$ cat config.mk
export PLATFORM = sky130hd
export DESIGN_NAME = dedup_packet_fifo_with_range_count
export DESIGN_NICKNAME = d
export VERILOG_FILES = /design/src/rtl/dpf_pkg.sv /design/src/rtl/dpf_ctrl.sv /design/src/rtl/dpf_datapath.sv /design/src/rtl/dedup_packet_fifo_with_range_count.sv
export SDC_FILE = /design/constraint.sdc
export NUM_CORES = 2
export LEC_CHECK = 0
export BUFFER_PORTS_ARGS = -buffer_cell sky130_fd_sc_hd__buf_2
export CORE_UTILIZATION = 60
export CTS_CLUSTER_SIZE = 28
export DETAILED_ROUTE_END_ITERATION = 16
export PLACE_DENSITY = 0.77
export SLEW_MARGIN = 25
export SYNTH_ARGS = -nofsm -noshare
export SYNTH_HDL_FRONTEND = slang
export SYNTH_SLANG_ARGS = --single-unit
$ cat constraint.sdc
create_clock -name clk -period 11.62 [get_ports clk]
set_clock_uncertainty 0.2 [all_clocks]
set_input_delay 3.486 -clock clk [delete_from_list [all_inputs] [get_ports clk]]
set_output_delay 3.486 -clock clk [all_outputs]
set_load 0.02 [all_outputs]
$ cat src/rtl/dpf_pkg.sv
// Package with the constants, types and helper functions of the deduplicating packet FIFO.
`timescale 1ns / 1ps
package dpf_pkg;

  localparam int CAPACITY = 32;
  localparam int IDX_W    = (CAPACITY > 1) ? $clog2(CAPACITY) : 1;
  localparam int OCC_W    = $clog2(CAPACITY + 1);
  localparam int LIMIT_W  = 6;
  localparam int CNT_W    = 6;
  localparam int SRC_W    = 16;
  localparam int DST_W    = 16;
  localparam int TS_W     = 32;
  localparam int ENTRY_W  = SRC_W + DST_W + TS_W;

  localparam logic [LIMIT_W-1:0] LIMIT_RESET = LIMIT_W'(32);
  localparam logic [CNT_W-1:0]   CNT_MAX     = '1;

  typedef enum logic [1:0] {
    REQ_ADD     = 2'd0,
    REQ_FORWARD = 2'd1,
    REQ_COUNT   = 2'd2,
    REQ_NONE    = 2'd3
  } req_t;

  typedef enum logic [2:0] {
    ST_IDLE,
    ST_SCAN,
    ST_DRAIN,
    ST_FETCH,
    ST_FINISH
  } state_t;

  typedef struct packed {
    logic load;
    logic issue;
    logic finish;
  } dpf_cmd_t;

  typedef struct packed {
    logic occ_zero;
    logic last_issue;
  } dpf_stat_t;

  function automatic logic [IDX_W-1:0] slot_inc(input logic [IDX_W-1:0] idx);
    logic [IDX_W-1:0] r;
    if (32'(idx) == 32'(CAPACITY - 1)) begin
      r = '0;
    end else begin
      r = idx + IDX_W'(1);
    end
    return r;
  endfunction

  function automatic logic [IDX_W-1:0] slot_add(input logic [IDX_W-1:0] base,
                                               input logic [IDX_W-1:0] ofs);
    logic [IDX_W:0] sum;
    logic [IDX_W-1:0] r;
    sum = {1'b0, base} + {1'b0, ofs};
    if (32'(sum) >= 32'(CAPACITY)) begin
      r = IDX_W'(32'(sum) - 32'(CAPACITY));
    end else begin
      r = sum[IDX_W-1:0];
    end
    return r;
  endfunction

endpackage

$ cat src/rtl/dpf_ctrl.sv
// Controller state machine that sequences the scan, fetch and finish steps of one request.
`timescale 1ns / 1ps
module dpf_ctrl
  import dpf_pkg::*;
(
  input  logic      clk,
  input  logic      rst,
  input  logic      start,
  input  logic [1:0] req_type,
  input  dpf_stat_t stat,
  output dpf_cmd_t  cmd,
  output logic      busy
);

  state_t state;
  state_t state_next;

  always_ff @(posedge clk) begin
    if (rst) begin
      state <= ST_IDLE;
    end else begin
      state <= state_next;
    end
  end

  always_comb begin
    state_next = state;
    case (state)
      ST_IDLE: begin
        if (start) begin
          if (stat.occ_zero) begin
            state_next = ST_FINISH;
          end else if (req_type inside {REQ_ADD, REQ_COUNT}) begin
            state_next = ST_SCAN;
          end else if (req_type == REQ_FORWARD) begin
            state_next = ST_FETCH;
          end else begin
            state_next = ST_FINISH;
          end
        end
      end
      ST_SCAN: begin
        if (stat.last_issue) begin
          state_next = ST_DRAIN;
        end
      end
      ST_DRAIN:  state_next = ST_FINISH;
      ST_FETCH:  state_next = ST_FINISH;
      ST_FINISH: state_next = ST_IDLE;
      default:   state_next = ST_IDLE;
    endcase
  end

  always_comb begin
    cmd  = '0;
    busy = 1'b1;
    case (state)
      ST_IDLE: begin
        busy     = 1'b0;
        cmd.load = start;
      end
      ST_SCAN:   cmd.issue = 1'b1;
      ST_FETCH:  cmd.issue = 1'b1;
      ST_FINISH: cmd.finish = 1'b1;
      default: ;
    endcase
  end

endmodule

$ cat src/rtl/dpf_datapath.sv
// Datapath with the entry memory, FIFO pointers, scan compare logic and result registers.
`timescale 1ns / 1ps
module dpf_datapath
  import dpf_pkg::*;
(
  input  logic               clk,
  input  logic               rst,
  input  dpf_cmd_t           cmd,
  output dpf_stat_t          stat,
  input  logic [1:0]         req_type,
  input  logic [SRC_W-1:0]   source,
  input  logic [DST_W-1:0]   destination,
  input  logic [TS_W-1:0]    timestamp,
  input  logic [TS_W-1:0]    start_time,
  input  logic [TS_W-1:0]    end_time,
  input  logic               mem_limit_we,
  input  logic [LIMIT_W-1:0] mem_limit_wdata,
  output logic               done,
  output logic               added,
  output logic               packet_valid,
  output logic [SRC_W-1:0]   out_source,
  output logic [DST_W-1:0]   out_destination,
  output logic [TS_W-1:0]    out_timestamp,
  output logic [CNT_W-1:0]   match_count
);

  logic [ENTRY_W-1:0] mem [CAPACITY];

  logic [1:0]         req;
  logic [SRC_W-1:0]   src;
  logic [DST_W-1:0]   dst;
  logic [TS_W-1:0]    ts;
  logic [TS_W-1:0]    lo;
  logic [TS_W-1:0]    hi;
  logic [IDX_W-1:0]   k;
  logic               rd_pending;
  logic [ENTRY_W-1:0] rd_data;
  logic               dup;
  logic [CNT_W-1:0]   cnt;
  logic [IDX_W-1:0]   head;
  logic [IDX_W-1:0]   tail;
  logic [OCC_W-1:0]   occ;
  logic [LIMIT_W-1:0] mem_limit;

  logic [IDX_W-1:0]   rd_addr;
  logic [SRC_W-1:0]   e_src;
  logic [DST_W-1:0]   e_dst;
  logic [TS_W-1:0]    e_ts;
  logic               hit_dup;
  logic               hit_cnt;
  logic [OCC_W-1:0]   lim;
  logic               do_write;

  assign rd_addr = slot_add(head, k);
  assign e_src   = rd_data[ENTRY_W-1 -: SRC_W];
  assign e_dst   = rd_data[TS_W +: DST_W];
  assign e_ts    = rd_data[TS_W-1:0];
  assign hit_dup = (e_src == src) && (e_dst == dst) && (e_ts == ts);
  assign hit_cnt = (e_dst == dst) && (e_ts >= lo) && (e_ts <= hi) && (cnt != CNT_MAX);

  always_comb begin
    if (mem_limit == '0) begin
      lim = OCC_W'(1);
    end else if (32'(mem_limit) > 32'(CAPACITY)) begin
      lim = OCC_W'(CAPACITY);
    end else begin
      lim = OCC_W'(mem_limit);
    end
  end

  assign do_write = cmd.finish && (req == REQ_ADD) && !dup;

  assign stat.occ_zero   = (occ == '0);
  assign stat.last_issue = (OCC_W'(k) == occ - OCC_W'(1));

  always_ff @(posedge clk) begin
    if (cmd.issue) begin
      rd_data <= mem[rd_addr];
    end
    if (do_write) begin
      mem[tail] <= {src, dst, ts};
    end
  end

  always_ff @(posedge clk) begin
    if (cmd.load) begin
      req <= req_type;
      src <= source;
      dst <= destination;
      ts  <= timestamp;
      lo  <= start_time;
      hi  <= end_time;
    end
  end

  always_ff @(posedge clk) begin
    if (rst) begin
      head       <= '0;
      tail       <= '0;
      occ        <= '0;
      mem_limit  <= LIMIT_RESET;
      rd_pending <= 1'b0;
      done       <= 1'b0;
      k          <= '0;
      dup        <= 1'b0;
      cnt        <= '0;
    end else begin
      done       <= cmd.finish;
      rd_pending <= cmd.issue;
      if (mem_limit_we) begin
        mem_limit <= mem_limit_wdata;
      end
      if (cmd.load) begin
        k   <= '0;
        dup <= 1'b0;
        cnt <= '0;
      end else begin
        if (cmd.issue) begin
          k <= k + IDX_W'(1);
        end
        if (rd_pending) begin
          if (hit_dup) begin
            dup <= 1'b1;
          end
          if (hit_cnt) begin
            cnt <= cnt + CNT_W'(1);
          end
        end
      end
      if (do_write) begin
        tail <= slot_inc(tail);
        if (occ >= lim) begin
          head <= slot_inc(head);
        end else begin
          occ <= occ + OCC_W'(1);
        end
      end else if (cmd.finish && (req == REQ_FORWARD) && (occ != '0)) begin
        head <= slot_inc(head);
        occ  <= occ - OCC_W'(1);
      end
    end
  end

  always_ff @(posedge clk) begin
    if (cmd.finish) begin
      added           <= do_write;
      packet_valid    <= 1'b0;
      out_source      <= '0;
      out_destination <= '0;
      out_timestamp   <= '0;
      match_count     <= '0;
      case (req)
        REQ_FORWARD: begin
          if (occ != '0) begin
            packet_valid    <= 1'b1;
            out_source      <= e_src;
            out_destination <= e_dst;
            out_timestamp   <= e_ts;
          end
        end
        REQ_COUNT: match_count <= cnt;
        default: ;
      endcase
    end
  end

endmodule

$ cat src/rtl/dedup_packet_fifo_with_range_count.sv
// Top level of the packet FIFO with duplicate filter and per-destination range count.
//
//   Channel   Handshake            Payload
//   request   start / busy         req_type, source, destination, timestamp,
//                                  start_time, end_time
//   result    done (one cycle)     added, packet_valid, out_source,
//                                  out_destination, out_timestamp, match_count
//   config    mem_limit_we         mem_limit_wdata
//
// An add or a count scans the stored entries through the single memory read port, one
// entry per cycle, then drain and finish; an empty buffer goes directly to finish.
// A forward uses fetch and finish; an unused code or empty buffer skips to finish.
// Reset is synchronous and empties the buffer; mem_limit returns to 32.
// The result beat cannot be stalled; busy is low again in the cycle done is high.
`timescale 1ns / 1ps
module dedup_packet_fifo_with_range_count
  import dpf_pkg::*;
(
  input  logic               clk,
  input  logic               rst,
  input  logic               start,
  output logic               busy,
  input  logic [1:0]         req_type,
  input  logic [SRC_W-1:0]   source,
  input  logic [DST_W-1:0]   destination,
  input  logic [TS_W-1:0]    timestamp,
  input  logic [TS_W-1:0]    start_time,
  input  logic [TS_W-1:0]    end_time,
  input  logic               mem_limit_we,
  input  logic [LIMIT_W-1:0] mem_limit_wdata,
  output logic               done,
  output logic               added,
  output logic               packet_valid,
  output logic [SRC_W-1:0]   out_source,
  output logic [DST_W-1:0]   out_destination,
  output logic [TS_W-1:0]    out_timestamp,
  output logic [CNT_W-1:0]   match_count
);

  dpf_cmd_t  cmd;
  dpf_stat_t stat;

  dpf_ctrl u_ctrl (
    .clk      (clk),
    .rst      (rst),
    .start    (start),
    .req_type (req_type),
    .stat     (stat),
    .cmd      (cmd),
    .busy     (busy)
  );

  dpf_datapath u_datapath (
    .clk             (clk),
    .rst             (rst),
    .cmd             (cmd),
    .stat            (stat),
    .req_type        (req_type),
    .source          (source),
    .destination     (destination),
    .timestamp       (timestamp),
    .start_time      (start_time),
    .end_time        (end_time),
    .mem_limit_we    (mem_limit_we),
    .mem_limit_wdata (mem_limit_wdata),
    .done            (done),
    .added           (added),
    .packet_valid    (packet_valid),
    .out_source      (out_source),
    .out_destination (out_destination),
    .out_timestamp   (out_timestamp),
    .match_count     (match_count)
  );

endmodule

## After elaboration in Yosys (flattened, before gate mapping)

Memories as Yosys holds them, arrays and structs flattened. A register that Yosys moved wholly into a read port is not among the register bits.
Index checks and enable logic that the tools add are counted.

- Register bits: 241
- Bits in latches: 0
- Memory bits (writable): 2048
- ROM bits: 0
- Input port bits: 140
- Output and inout bits: 74
- Word-level logic and storage cells: 106
- Memories kept: 1

- Add/subtract/negate cells: 8
- Multipliers: 0
- Divide/modulo/power cells: 0
- Magnitude comparators: 5
- Equality and inequality tests: 19
- Shift-type cells: 0
- Mux-type cells: 24
- Bitwise gates (word level): 0
- Reductions and logical operators: 27

Memories:

| memory | words | width | read ports | clocked after memory_dff | write ports | RTL line | RTL |
|---|---|---|---|---|---|---|---|
| u_datapath.mem | 32 | 64 | 1 | 1 | 1 | dpf_datapath.sv:27 | `logic [ENTRY_W-1:0] mem [CAPACITY];` |

Operators by type and width:

| operator | number |
|---|---|
| $eq A16 B16 Y1 | 2 |
| $eq A32 B32 Y1 | 1 |
| $ge A32 B32 Y1 | 1 |
| $le A32 B32 Y1 | 1 |
| $mux W5 | 6 |
| $mux W6 | 5 |
| $add A5 B1 Y5 const B | 3 |
| $mux W3 | 5 |
| $add A6 B1 Y6 const B | 2 |
| $logic_not A6 Y1 | 2 |
| $reduce_and A2 Y1 | 6 |
| $eq A5 B5 Y1 const B | 2 |
| $logic_and A1 B1 Y1 | 9 |
| $pmux W3 S3 | 1 |
| $ne A2 B2 Y1 const B | 4 |
| $mux W1 | 7 |
| $add A5 B5 Y6 | 1 |
| $eq A3 B2 Y1 const B | 2 |
| $eq A5 B6 Y1 | 1 |
| $ge A6 B6 Y1 | 1 |
| $ge A6 B6 Y1 const B | 1 |
| $gt A6 B6 Y1 const B | 1 |
| $ne A6 B6 Y1 const B | 1 |
| $reduce_bool A6 Y1 | 1 |
| 11 further kinds | 17 |

## Logic depth before layout (Yosys ltp)

- Depth after elaboration: 6
- Depth in mapped cells: 13
- Gate-level depth less buffers: 12

## Hierarchy

From an unflattened synthesis, not the netlist that was laid out.

- Cells, all modules: 4715
- Area, all modules: 91310.1 µm²

Modules (own cells, without submodules):

| module | times used | cells an instance | area an instance (µm²) |
|---|---|---|---|
| dpf_datapath | 1 | 4697 | 91144.9 |
| dpf_ctrl | 1 | 18 | 165.2 |

## Worst setup path after synthesis

OpenSTA, ideal clock, no wires.

- Kind: input -> register
- From: in start
- To: reg u_datapath.cnt[5]
- Data arrival time: 10048 ps
- Data required time: 11304 ps
- Setup slack: 1257 ps
- Stages: 6
- Buffers on the path: 0
- Cells stage by stage: inv_1 -> nor2_1 -> nor2_1 -> nand2_1 -> a21oi_1 -> a31o_1

RTL lines:

| item | RTL line | RTL |
|---|---|---|
| start, declared | dedup_packet_fifo_with_range_count.sv:21 | `input logic start,` |
| end signal, assigned | dpf_datapath.sv:126 | `cnt <= cnt + CNT_W'(1);` |
| end, declared | dpf_datapath.sv:39 | `logic [CNT_W-1:0] cnt;` |

## Final worst setup path

- From: reg u_ctrl.state[0]
- To: out busy

- Cells in the longest elaborated chain, start to end: 2

RTL lines:

| item | RTL line | RTL |
|---|---|---|
| start, declared | dpf_ctrl.sv:15 | `state_t state;` |
| start signal, assigned | dpf_ctrl.sv:22 | `state <= state_next;` |
| $logic_not A3 Y1 | dpf_ctrl.sv:57 | `case (state)` |
| $mux W1 | dpf_ctrl.sv:57 |  |
| end, declared | dedup_packet_fifo_with_range_count.sv:22 | `output logic busy,` |

Every way passes these cells.

==> impl_metrics.py <==
metrics = {
    "logic_synthesis": {
        "avgSynthCellArea_um2": 19.35,
        "synthArstFlopShare": 0,
        "synth_top_cell_by_area": "edfxtp_1",
        "synth_seq_cells": 2353,
        "syn-num-nets": 4940,
        "synth_ff_type": "edfxtp_1",
        "synth_top_area_frac": 0.7620,
        "yosys-top-cells-area": "edfxtp_1 76%, mux4_2 13%, nand2_1 2.6%",
        "ys_seq_area_frac": 0.7705,
        "post-synth-top-count-cell": "edfxtp_1",
        "ys_top_cells_by_count": "2,314 x edfxtp_1, 633 x nand2_1, 512 x mux4_2",
        "synthDistinctLibCells": 57,
        "syn_area_mm2": 0.09119,
        "ys_warn_count": 0,
        "synth-edff-count": 2314,
        "synthCells": 4714,
    },
    "critical_path": {
        "cpMaxStageDelayCell": "or3_1",
        "crit_path_end_kind": "primary output",
        "cp_num_buf_inv": 1,
        "required_ns": 7.93,
        "crit_fanout": 4,
        "critPathTopFamily": "simple AND/OR/NAND/NOR gates",
        "critPathLaunchType": "register",
        "crit_path_cell_trace": "or3_1 > buf_2",
        "critPathMaxStageDelay_ns": 0.46,
        "worst_ep_arrival_time_ns": 1.82,
        "critPathKind": "reg2out",
        "rr_worst_depth": 9,
        "path_depth": 2,
    },
    "floorplan": {
        "die-area_mm2": 0.1536,
        "std_cell_rows": 142,
        "start_util": 0.6067,
        "core_mm2": 0.1503,
        "die_w_um": 391.9,
        "fp.dieH_um": 391.9,
        "io_pins": 214,
    },
    "drt": {
        "wl_per_cell_um": 32.05,
        "drtIter0Drc": 6946,
        "remaining_drc_errors": 0,
        "route.met2.wl_mm": 111.5,
        "firstDrtPassIters": 6,
        "m1WireLength_mm": 82.42,
        "via_per_inst": 6.665,
        "postRouteAntennaNets": 0,
        "routed.top_layer": "met5",
        "dr_wl_met3_mm": 29.77,
        "num_vias": 48330,
        "wl_mm": 232.4,
    },
    "clock_tree": {
        "clock_latency_ns": 0.87,
        "hold_buffers": 0,
        "cts-root-buf": "clkbuf_16",
        "clockBufferDepth": 3,
        "cts-buffers-inserted": 222,
        "cts_resized": 0,
        "post-cts-setup-buffers": 0,
        "h-tree-depth": 4,
        "cts_tree": "yes",
        "clock_sinks": 2353,
        "clkTransAtPathRegs_ns": 0.06,
    },
    "global_routing": {
        "overflow": 0,
        "grt_pass1_vias": 47690,
        "grt_pass1_wl_mm": 330.4,
        "antenna_found_initial": 7,
        "grt_max_degree": 139,
        "globalRouteTotalUtil": 0.3055,
    },
    "cells_and_area": {
        "area_growth_pct": 12.41,
        "drive_gt1_frac": 0.2324,
        "fillers": 9066,
        "nets": 5277,
        "fin_util": 0.6820,
    },
    "pwr": {
        "ir_worst_vdd_v": 0.0001529,
        "p_leak_nw": 32.97,
        "powerDensity_mw_per_mm2": 180.3,
    },
    "sta": {
        "setup_slack_ns": 6.117,
        "period_needed_ns": 5.503,
        "rsz0062_at_grt": "no",
        "relSlewSlack": 0.2035,
        "setup_tns_ns": 0,
        "finalSetupViolations": 0,
        "worst_pin_slew_ns": 1.195,
        "min_period_over_period": 0.4736,
        "maxSlewViolCount": 0,
        "fmax_ghz": 0.1817,
        "hold_viol": 0,
    },
    "placement": {
        "io_buffers": 213,
        "routabilityCongestion": 0.8101,
        "pre_cts_ws_ns": 5.958,
        "hpwlAfterDp_mm": 118.5,
    },
    "hold_path": {
        "hp-class": "reg2reg",
        "hold_depth": 2,
    },
    "job": {
        "drv_cap": 0,
    },
    "run_status": {
        "status": "finished, final reports clean",
    },
}
-- routing by layer --
layer  track usage  vias to the layer above
met5             0                        -
met4        0.1116                        2
met3       0.06699                      533
met2        0.4844                     3763
met1        0.4229                    24630
li1              -                    19400
-- layout make-up --
cell class	instances	area, um^2	area share
well taps	2016	2522	0.02461
clock inverters	137	1271	0.01240
repair buffers	343	2333	0.02276
flip-flops and latches	2353	70270	0.6855
inverters	84	320.3	0.003125
clock buffers	269	5774	0.05633
diodes	2	5.005	0.00004882
multi-input cells	2047	20020	0.1953
-- path summary, 6_finish.rpt --
check	from	to	slack [ns]
worst max-delay path	u_ctrl.state[0]	busy	6.12
worst min-delay path	u_datapath.cnt[3]	u_datapath.cnt[3]	0.31
worst max register to register	u_datapath.head[0]	u_datapath.rd_data[29]	6.32
worst min register to register	u_datapath.cnt[3]	u_datapath.cnt[3]	0.31
-- where the power goes --
part | internal, mW | switching [mW] | leakage (nW)
sequential | 9.74 | 0.212 | 21.2
combinational | 0.583 | 0.893 | 8.31
clock | 3.92 | 3.14 | 3.43
total | 14.2 | 4.24 | 33.0
-- registers in the layout, summed over array words and instances, names as in the netlist, 6 cells and up --
register	flops
u_datapath.cnt	6
u_datapath.ts	32
u_datapath.out_destination	16
u_datapath.rd_data	64
u_datapath.mem	2048
u_datapath.src	16
u_datapath.lo	32
u_datapath.hi	32
u_datapath.out_timestamp	32
u_datapath.match_count	6
u_datapath.mem_limit	6
u_datapath.out_source	16
u_datapath.occ	6
u_datapath.dst	16
-- kinds of logic (layout without fill, tap and decap cells) --
group	Yosys count	count (layout)	share of synthesized area
AND/OR/NAND/NOR	1191	1191	0.05783
buffers and inverters	314	833	0.01365
XOR/XNOR	81	81	0.007779
multiplexers	523	523	0.1277
AO/OA/AOI/OAI	166	166	0.01069
flip-flops	2353	2353	0.7705
other	0	2	0
adder cells (fa/ha/maj)	86	86	0.01188
-- tightest hold or removal path, cell delays in order (launching register included) --
cell and delay [ns]:
dfxtp_1 0.34, nand2_1 0.06, mux2i_1 0.06
-- stage by stage --
| step | hold slack (ns) | instance area, um^2 | power [mW] | std cells |
|---|---|---|---|---|
| final | 0.3139 | 102500 | 18.48 | 7251 |
| after global routing | 0.3325 | 102500 | 18.96 | 7250 |
| after CTS | 0.3081 | 102300 | 18.51 | 7234 |
| after detailed placement | 0.2936 | 95220 | 11.56 | 6828 |
| after global placement | 0.2612 | 95110 | 11.52 | 6824 |
| after floorplan | 0.2421 | 91200 | 11.05 | 4714 |
-- layout by cell type (no fill, tap or decap), drive strengths merged, types with 6 or more instances in the layout --
| master | n |
|---|---|
| mux2i | 11 |
| nor2 | 80 |
| nand4 | 21 |
| dfxtp | 39 |
| o21ai | 80 |
| a31oi | 6 |
| bufinv | 17 |
| or3 | 6 |
| buf | 343 |
| a21o | 6 |
| clkinv | 102 |
| xor2 | 34 |
| nand2 | 633 |
| clkbuf | 269 |
| edfxtp | 2314 |
| nand2b | 8 |
| mux4 | 512 |
| nor4 | 14 |
| inv | 92 |
| a21oi | 44 |
| clkinvlp | 10 |
| xnor2 | 47 |
| nand3 | 333 |
| nor3 | 10 |
| ha | 85 |
| and2 | 64 |
(Power assumes the default switching activity.)
